--- src/design/vrr_pkg.sv ---
// Package for the refract/reflect unit: constants, stage payload type and rounding helpers.
`default_nettype none

package vrr_pkg;

  // Fixed-point format of all vectors and index ratios.
  localparam int FRAC_BITS = 14;

  // Working width of the rounding and saturation helpers.
  localparam int WORK_W = 48;

  // 1.0 in the format of a product of two fixed-point values.
  localparam logic signed [WORK_W-1:0] ONE2 = WORK_W'(1) <<< (2 * FRAC_BITS);
  localparam logic signed [WORK_W-1:0] RND_HALF = WORK_W'(1) <<< (FRAC_BITS - 1);

  // Register reset values.
  localparam logic [15:0] ETA_ABOVE_RST = 16'd12307;
  localparam logic [15:0] ETA_BELOW_RST = 16'd21810;

  // Register indexes of the configuration port.
  typedef enum logic [0:0] {
    CFG_ETA_ABOVE = 1'b0,
    CFG_ETA_BELOW = 1'b1
  } cfg_idx_e;

  // Square root unit geometry.
  localparam int K_W         = 42;
  localparam int ROOT_W      = K_W / 2;
  localparam int REM_W       = ROOT_W + 4;
  localparam int SQRT_STEPS  = 3;
  localparam int SQRT_STAGES = ROOT_W / SQRT_STEPS;

  // Values that ride along with an item through the square root stages.
  typedef struct packed {
    logic [2:0][15:0] v;    // incident direction
    logic [2:0][16:0] ns;   // normal, flipped to the incident side
    logic [15:0]      e;    // selected index ratio
    logic [19:0]      ecr;  // round(eta * cos)
    logic [2:0][15:0] mir;  // saturated mirror vector
    logic             tir;  // total internal reflection
  } side_t;

  // Reduce a double-width product by FRAC_BITS, rounding half up.
  function automatic logic signed [WORK_W-1:0] rnd_q(input logic signed [WORK_W-1:0] x);
    rnd_q = (x + RND_HALF) >>> FRAC_BITS;
  endfunction

  // Saturate to the signed 16-bit range.
  function automatic logic [15:0] sat16(input logic signed [WORK_W-1:0] x);
    logic [15:0] r;
    if (x > WORK_W'(32767)) begin
      r = 16'h7fff;
    end else if (x < -WORK_W'(32768)) begin
      r = 16'h8000;
    end else begin
      r = x[15:0];
    end
    return r;
  endfunction

endpackage

`default_nettype wire

--- src/design/vrr_isqrt.sv ---
// Pipelined integer square root with a side payload, three result bits per stage.
`default_nettype none

module vrr_isqrt
  import vrr_pkg::*;
(
  input  wire logic              clk_i,
  input  wire logic              rst_ni,
  input  wire logic              en_i,
  input  wire logic              vld_i,
  input  wire logic [K_W-1:0]    k_i,
  input  wire side_t             side_i,
  output logic                   vld_o,
  output logic [ROOT_W-1:0]      root_o,
  output side_t                  side_o
);

  logic [SQRT_STAGES-1:0] vld_q;
  logic [REM_W-1:0]       rem_q  [SQRT_STAGES];
  logic [REM_W-1:0]       rem_d  [SQRT_STAGES];
  logic [ROOT_W-1:0]      root_q [SQRT_STAGES];
  logic [ROOT_W-1:0]      root_d [SQRT_STAGES];
  logic [K_W-1:0]         kr_q   [SQRT_STAGES];
  logic [K_W-1:0]         kr_d   [SQRT_STAGES];
  side_t                  side_q [SQRT_STAGES];

  // Restoring digit recurrence: bring down two radicand bits, try 4*root+1.
  always_comb begin
    logic [REM_W-1:0]  rem;
    logic [ROOT_W-1:0] root;
    logic [K_W-1:0]    kr;
    logic [REM_W-1:0]  trial;
    for (int s = 0; s < SQRT_STAGES; s++) begin
      if (s == 0) begin
        rem  = '0;
        root = '0;
        kr   = k_i;
      end else begin
        rem  = rem_q[s-1];
        root = root_q[s-1];
        kr   = kr_q[s-1];
      end
      for (int j = 0; j < SQRT_STEPS; j++) begin
        rem   = {rem[REM_W-3:0], kr[K_W-1:K_W-2]};
        kr    = {kr[K_W-3:0], 2'b00};
        trial = {2'b00, root, 2'b01};
        if (rem >= trial) begin
          rem  = rem - trial;
          root = {root[ROOT_W-2:0], 1'b1};
        end else begin
          root = {root[ROOT_W-2:0], 1'b0};
        end
      end
      rem_d[s]  = rem;
      root_d[s] = root;
      kr_d[s]   = kr;
    end
  end

  // Stage valid bits.
  always_ff @(posedge clk_i or negedge rst_ni) begin
    if (!rst_ni) begin
      vld_q <= '0;
    end else if (en_i) begin
      vld_q <= {vld_q[SQRT_STAGES-2:0], vld_i};
    end
  end

  // Stage payload.
  always_ff @(posedge clk_i) begin
    if (en_i) begin
      side_q[0] <= side_i;
      for (int s = 0; s < SQRT_STAGES; s++) begin
        rem_q[s]  <= rem_d[s];
        root_q[s] <= root_d[s];
        kr_q[s]   <= kr_d[s];
      end
      for (int s = 1; s < SQRT_STAGES; s++) begin
        side_q[s] <= side_q[s-1];
      end
    end
  end

  assign vld_o  = vld_q[SQRT_STAGES-1];
  assign root_o = root_q[SQRT_STAGES-1];
  assign side_o = side_q[SQRT_STAGES-1];

  // The final remainder never exceeds twice the root.
  a_rem_bound: assert property (@(posedge clk_i) disable iff (!rst_ni)
    vld_o |-> rem_q[SQRT_STAGES-1] <= {root_o, 1'b0})
    else $error("square root remainder out of range");

  // A stall freezes every stage.
  a_stall_hold: assert property (@(posedge clk_i) disable iff (!rst_ni)
    !en_i |=> $stable(vld_q))
    else $error("square root stage moved during stall");

endmodule

`default_nettype wire

--- config.mk ---
export PLATFORM = sky130hd
export DESIGN_NAME = vrr_isqrt
export DESIGN_NICKNAME = d
export VERILOG_FILES = /design/src/design/vrr_pkg.sv /design/src/design/vrr_isqrt.sv
export SDC_FILE = /design/constraint.sdc
export NUM_CORES = 2
export LEC_CHECK = 0
export BUFFER_PORTS_ARGS = -buffer_cell sky130_fd_sc_hd__buf_2
export CAP_MARGIN = 30
export CORE_ASPECT_RATIO = 1.5
export CORE_MARGIN = 2
export CORE_UTILIZATION = 47
export CTS_BUF_LIST = sky130_fd_sc_hd__clkbuf_8
export DETAILED_ROUTE_END_ITERATION = 10
export PLACE_DENSITY = 0.71
export RECOVER_POWER = 100
export SYNTH_ARGS = -nofsm -noshare
export SYNTH_HDL_FRONTEND = slang
export SYNTH_SLANG_ARGS = --single-unit
export TNS_END_PERCENT = 30
--- constraint.sdc ---
create_clock -name clk_i -period 15 [get_ports clk_i]
set_input_delay 1.5 -clock clk_i [delete_from_list [all_inputs] [get_ports clk_i]]
set_output_delay 1.5 -clock clk_i [all_outputs]
set_load 0.02 [all_outputs]
### Yosys cells after proc, flatten, opt, wreduce, memory -nomap -nowiden

Memory sizes are Yosys's and may differ from the RTL's.
Cells that the tools add are included.

| word-level totals | value |
|---|---|
| logic and storage cells | 91 |
| output and inout port bits | 206 |
| flip-flop bits (word level) | 7 |
| input bits | 230 |
| memory bits (writable) | 1862 |
| memories kept | 4 |

| operators by class | value |
|---|---|
| $add $sub $neg | 21 |
| $lt $le $gt $ge | 21 |
| multiplexer cells | 44 |

Memories:

| name | depth | bits a word | rd ports | clocked after memory_dff | write ports | line | text |
|---|---|---|---|---|---|---|---|
| side_q | 7 | 184 | 7 | 0 | 7 | vrr_isqrt.sv:25 | `side_t side_q [SQRT_STAGES];` |
| kr_q | 7 | 36 | 6 | 0 | 7 | vrr_isqrt.sv:23 | `logic [K_W-1:0] kr_q [SQRT_STAGES];` |
| rem_q | 7 | 25 | 6 | 0 | 7 | vrr_isqrt.sv:19 | `logic [REM_W-1:0] rem_q [SQRT_STAGES];` |
| root_q | 7 | 21 | 7 | 0 | 7 | vrr_isqrt.sv:21 | `logic [ROOT_W-1:0] root_q [SQRT_STAGES];` |

Operators with widths:

| kind | count |
|---|---|
| $ge 25x23->1 | 18 |
| $mux 23 | 14 |
| $sub 23x23->23 | 12 |
| $mux 25 | 7 |
| $sub 25x23->25 | 6 |
| $ge 25x3->1 | 1 |
| $ge 25x4->1 | 1 |
| $sub 25x4->25 | 1 |
| $mux 1 | 23 |
| $sub 23x3->23 | 1 |
| $sub 2x1->3 const B | 1 |
| $ge 2x1->1 const B | 1 |

### Longest topological paths before layout

An unclocked memory read counts as a cell.

| logic depth | value |
|---|---|
| word-level depth | 7 |
| mapped depth | 41 |
| depth with buffers taken out | 35 |

### Worst setup path after synthesis

No wires, ideal clock.

| timing path | value |
|---|---|
| path kind | flip-flop to flip-flop |
| from | memory rem_q[4][18] (netlist bit) |
| to | memory rem_q[5][13] (netlist bit) (data pin) |
| slack | 7292 ps |
| data required time | 14740 ps |
| buffers on the path | 5 |
| period minus slack after synthesis | 7708 ps |
| cell stages (with the launch flop) | 36 |
| arrival time | 7448 ps |
| library setup time | 260 ps |
| path through | edfxtp_1 -> or4_1 -> or4_1 -> a211oi_1 -> nand3_1 -> clkbuf_1 -> nor2_1 -> a21oi_1 -> ha_1 -> and3_1 -> clkbuf_1 -> a22o_1 -> a221o_1 -> a211o_1 -> a21o_1 -> or2_2 -> or2_2 -> buf_2 -> clkbuf_1 -> nor2_1 -> a21oi_1 -> ha_1 -> inv_1 -> o21bai_1 -> a21oi_1 -> nor2b_1 -> o21a_1 -> o21ai_0 -> nand2b_1 -> a21oi_1 -> o21ai_0 -> a21oi_1 -> nor3b_1 -> nand2_1 -> clkbuf_1 -> mux2_2 |

RTL lines:

| item | line |
|---|---|
| from (decl) | vrr_isqrt.sv:19 |

==> results.yml <==
clocking:
  path_clk_slew_ps: 60
  cts_hold_buffers: 0
  cts_made_buffers: 234
  cts_buffer_depth: 3
  postCtsSetupRepairBufs: 0
  cts-root-buf: "clkbuf_8"
  insertion_delay_ps: 950
  cts.htree.levels: 4
  tritoncts: "built"
  cts_sinks: 1643
  cts_resized: 0
power_and_ir_drop:
  p_seq_frac: 0.442
  ir_worst_vdd_uv: 131
  p_int_mw: 8.91
  p_clk_frac: 0.264
  combPwrFrac: 0.294
  power_density_mw_per_mm2: 169
  power.switching_fraction: 0.323
  p_leak_nw: 28.7
  switchingPower_mw: 4.25
synth:
  syn_area_per_cell_sq_um: 15.0
  synth-compound-area-share: 0.0911
  synthMuxAreaShare: 0.0107
  synth_seq_cells: 1643
  post-synth-top-count-cell: "edfxtp_1"
  synth_top_cell_by_area: "edfxtp_1"
  ys_dominant_reg_cell: "edfxtp_1"
  yosysWarnings: 0
  syn_area_sq_mm: 0.0691
  synth_fa_ha_area_frac: 0.0455
  synthArstFlopShare: 0.00426
  synth-simple-area-share: 0.0839
  netlist_top_cells_count: "1636 x edfxtp_1, 293 x a21oi_1, 266 x nor2_1"
  synth_edf_count: 1636
  netlist_top_cells_area: "edfxtp_1 71%, ha_1 4.5%, xnor2_1 2.6%"
  synth_xor_area_frac: 0.0383
  syn_inst: 4612
  synth_cell_type_count: 110
  synth_top_family_by_area: "compound AO/OA/AOI/OAI gates"
  synth_top_area_frac: 0.711
  synth-seq-area-share: 0.714
floorplan:
  dieArea_sq_mm: 0.150
  row_count: 172
  die_y_um: 474
  start_util: 0.473
  core_region_area_sq_mm: 0.146
  die_w_um: 317
  ios: 436
timing:
  fmax_ghz: 0.0827
  fin_setup_tns_ps: 0
  finalHoldViolCount: 0
  setup_viol: 0
  maxSlewHeadroom: -4.72
  skew_ps: 55.8
  min_period_ps: 12090
  timing.hold.ws_ps: 378
  final.setup.worst_slack_ps: 2910
  max_slew.worst_pin.slew_ps: 8590
  rsz0062_at_grt: "false"
  slew_violations: 800
  finalCritPeriodShare: 0.806
global_route:
  grt_pass1_wl_um: 229000
  antenna_found_initial: 39
  grt_max_degree: 173
  grt_pass1_vias: 40126
  overflow: 0
  track_usage: 0.201
worst_setup_path:
  crit_path_start_kind: "flip-flop"
  cpPeakStageDelay_ps: 1130
  crit_type: "reg2reg"
  worstPathRequired_ps: 15640
  path_max_fanout: 28
  crit_cells: 28
  worstRegToRegCells: 28
  endpoint_kind: "flip-flop"
  crit_arrival_ps: 12730
  path_buf_inv: 5
  cp_top_family: "compound AO/OA/AOI/OAI gates"
  cp_slowest_cell: "clkbuf_1"
layout:
  final_layout_size_suffix_gt1_frac: 0.122
  final_cell_area_sq_mm: 0.0780
  fin_util: 0.534
  syn_to_final_growth_pct: 13.0
  layout.nets: 5717
hold_path:
  min_path_type: "reg2reg"
  hold_path_depth: 0
route:
  antenna_left: 0
  via_per_inst: 5.45
  dr_total_vias: 40090
  drc: 0
  dr.first_iter.drc_count: 2957
  first_pass_iters: 5
  wl_um: 153000
  wire_per_inst_um: 20.7
placement:
  dp_hpwl_um: 111000
  dp_slack_ps: 5520
  gp_congestion: 0.970
  place_area_sq_mm: 0.0736
  port_buffers: 435
outcome:
  status: "complete, but fails checks"
  violations: "max-capacitance violations, max-slew violations"
flow_run:
  max-cap-violations: 13
==> per-layer routing <==
metal / global-route usage / up-vias / part of all wire
met5: 0 / - / 0.0017
met4: 0.108 / 42 / 0.050
met3: 0.0491 / 411 / 0.060
met2: 0.359 / 1199 / 0.52
met1: 0.217 / 19311 / 0.37
li1: - / 19127 / -
==> state kept, by name, summed over array words and instances, names as in the netlist <==
register / cells
kr_q: 126
rem_q: 138
root_q: 84
side_q: 1288
vld_q: 7
==> cell families (layout without fill, tap and decap cells) <==
| family | Yosys count | count (layout) |
|---|---|---|
| compound gates | 952 | 952 |
| xor+xnor | 302 | 302 |
| fa+ha+maj | 251 | 251 |
| buf+inv | 293 | 1114 |
| flops | 1643 | 1643 |
| mux | 68 | 68 |
| other cells | 1 | 16 |
| simple gates | 1102 | 1102 |
==> metrics by stage <==
stage	cells	power, mW
finish	7362	13.2
global route	7357	13.9
CTS	7344	13.3
detailed placement	6909	9.73
global placement	6904	9.69
floorplan	4614	8.60
==> power by group through the flow <==
stage	clock network, mW	registers (mW)	logic [mW]
CTS	3.61	5.81	3.85
detailed placement	0	5.90	3.82
floorplan	0	5.84	2.76
global placement	0	5.88	3.81
finish	3.47	5.82	3.86
global route	3.79	5.86	4.25
==> cells in the final DEF (no fill, tap or decap), drive strengths merged, types with 16 or more instances in the layout <==
cell        n
edfxtp   1636
clkbuf    496
a21oi     294
nor2      266
inv       258
ha        251
nand2     236
buf       230
xnor2     208
o21ai     173
a21o      108
clkinv    104
xor2       94
nor3       86
nand3      85
nand4      68
nor4       48
mux2       47
and3       46
nand2b     42
a31oi      41
o21a       33
a211oi     32
and2       32
nor2b      31
or3        31
o21bai     28
o31ai      26
or2        25
o211ai     22
mux2i      21
a211o      20
and4       18
nor3b      17
or4        17
a2111oi    16
==> layout make-up <==
cell class,instances,area (sq um)
Tap cell,1914,2390
Inverter,194,728
Antenna cell,13,32.5
Clock buffer,241,3320
Timing Repair Buffer,485,2310
Multi-Input combinational cell,2678,18600
Sequential cell,1643,49300
Clock inverter,194,1390
Fill cell,11904,68100
==> final timing paths <==
path	slack, ps	endpoint	startpoint
max	2910	rem_q[4][22]$_DFFE_PP_	root_q[3][9]$_DFFE_PP_
min in group asynchronous	490	vld_q[5]$_DFFE_PN0P_	rst_ni
min	380	side_q[5][41]$_DFFE_PP_	side_q[4][41]$_DFFE_PP_
max reg2reg	2910	rem_q[4][22]$_DFFE_PP_	root_q[3][9]$_DFFE_PP_
max in group asynchronous	14200	vld_q[3]$_DFFE_PN0P_	rst_ni
min reg2reg	380	side_q[5][41]$_DFFE_PP_	side_q[4][41]$_DFFE_PP_
Power figures use the tool's default switching activity.
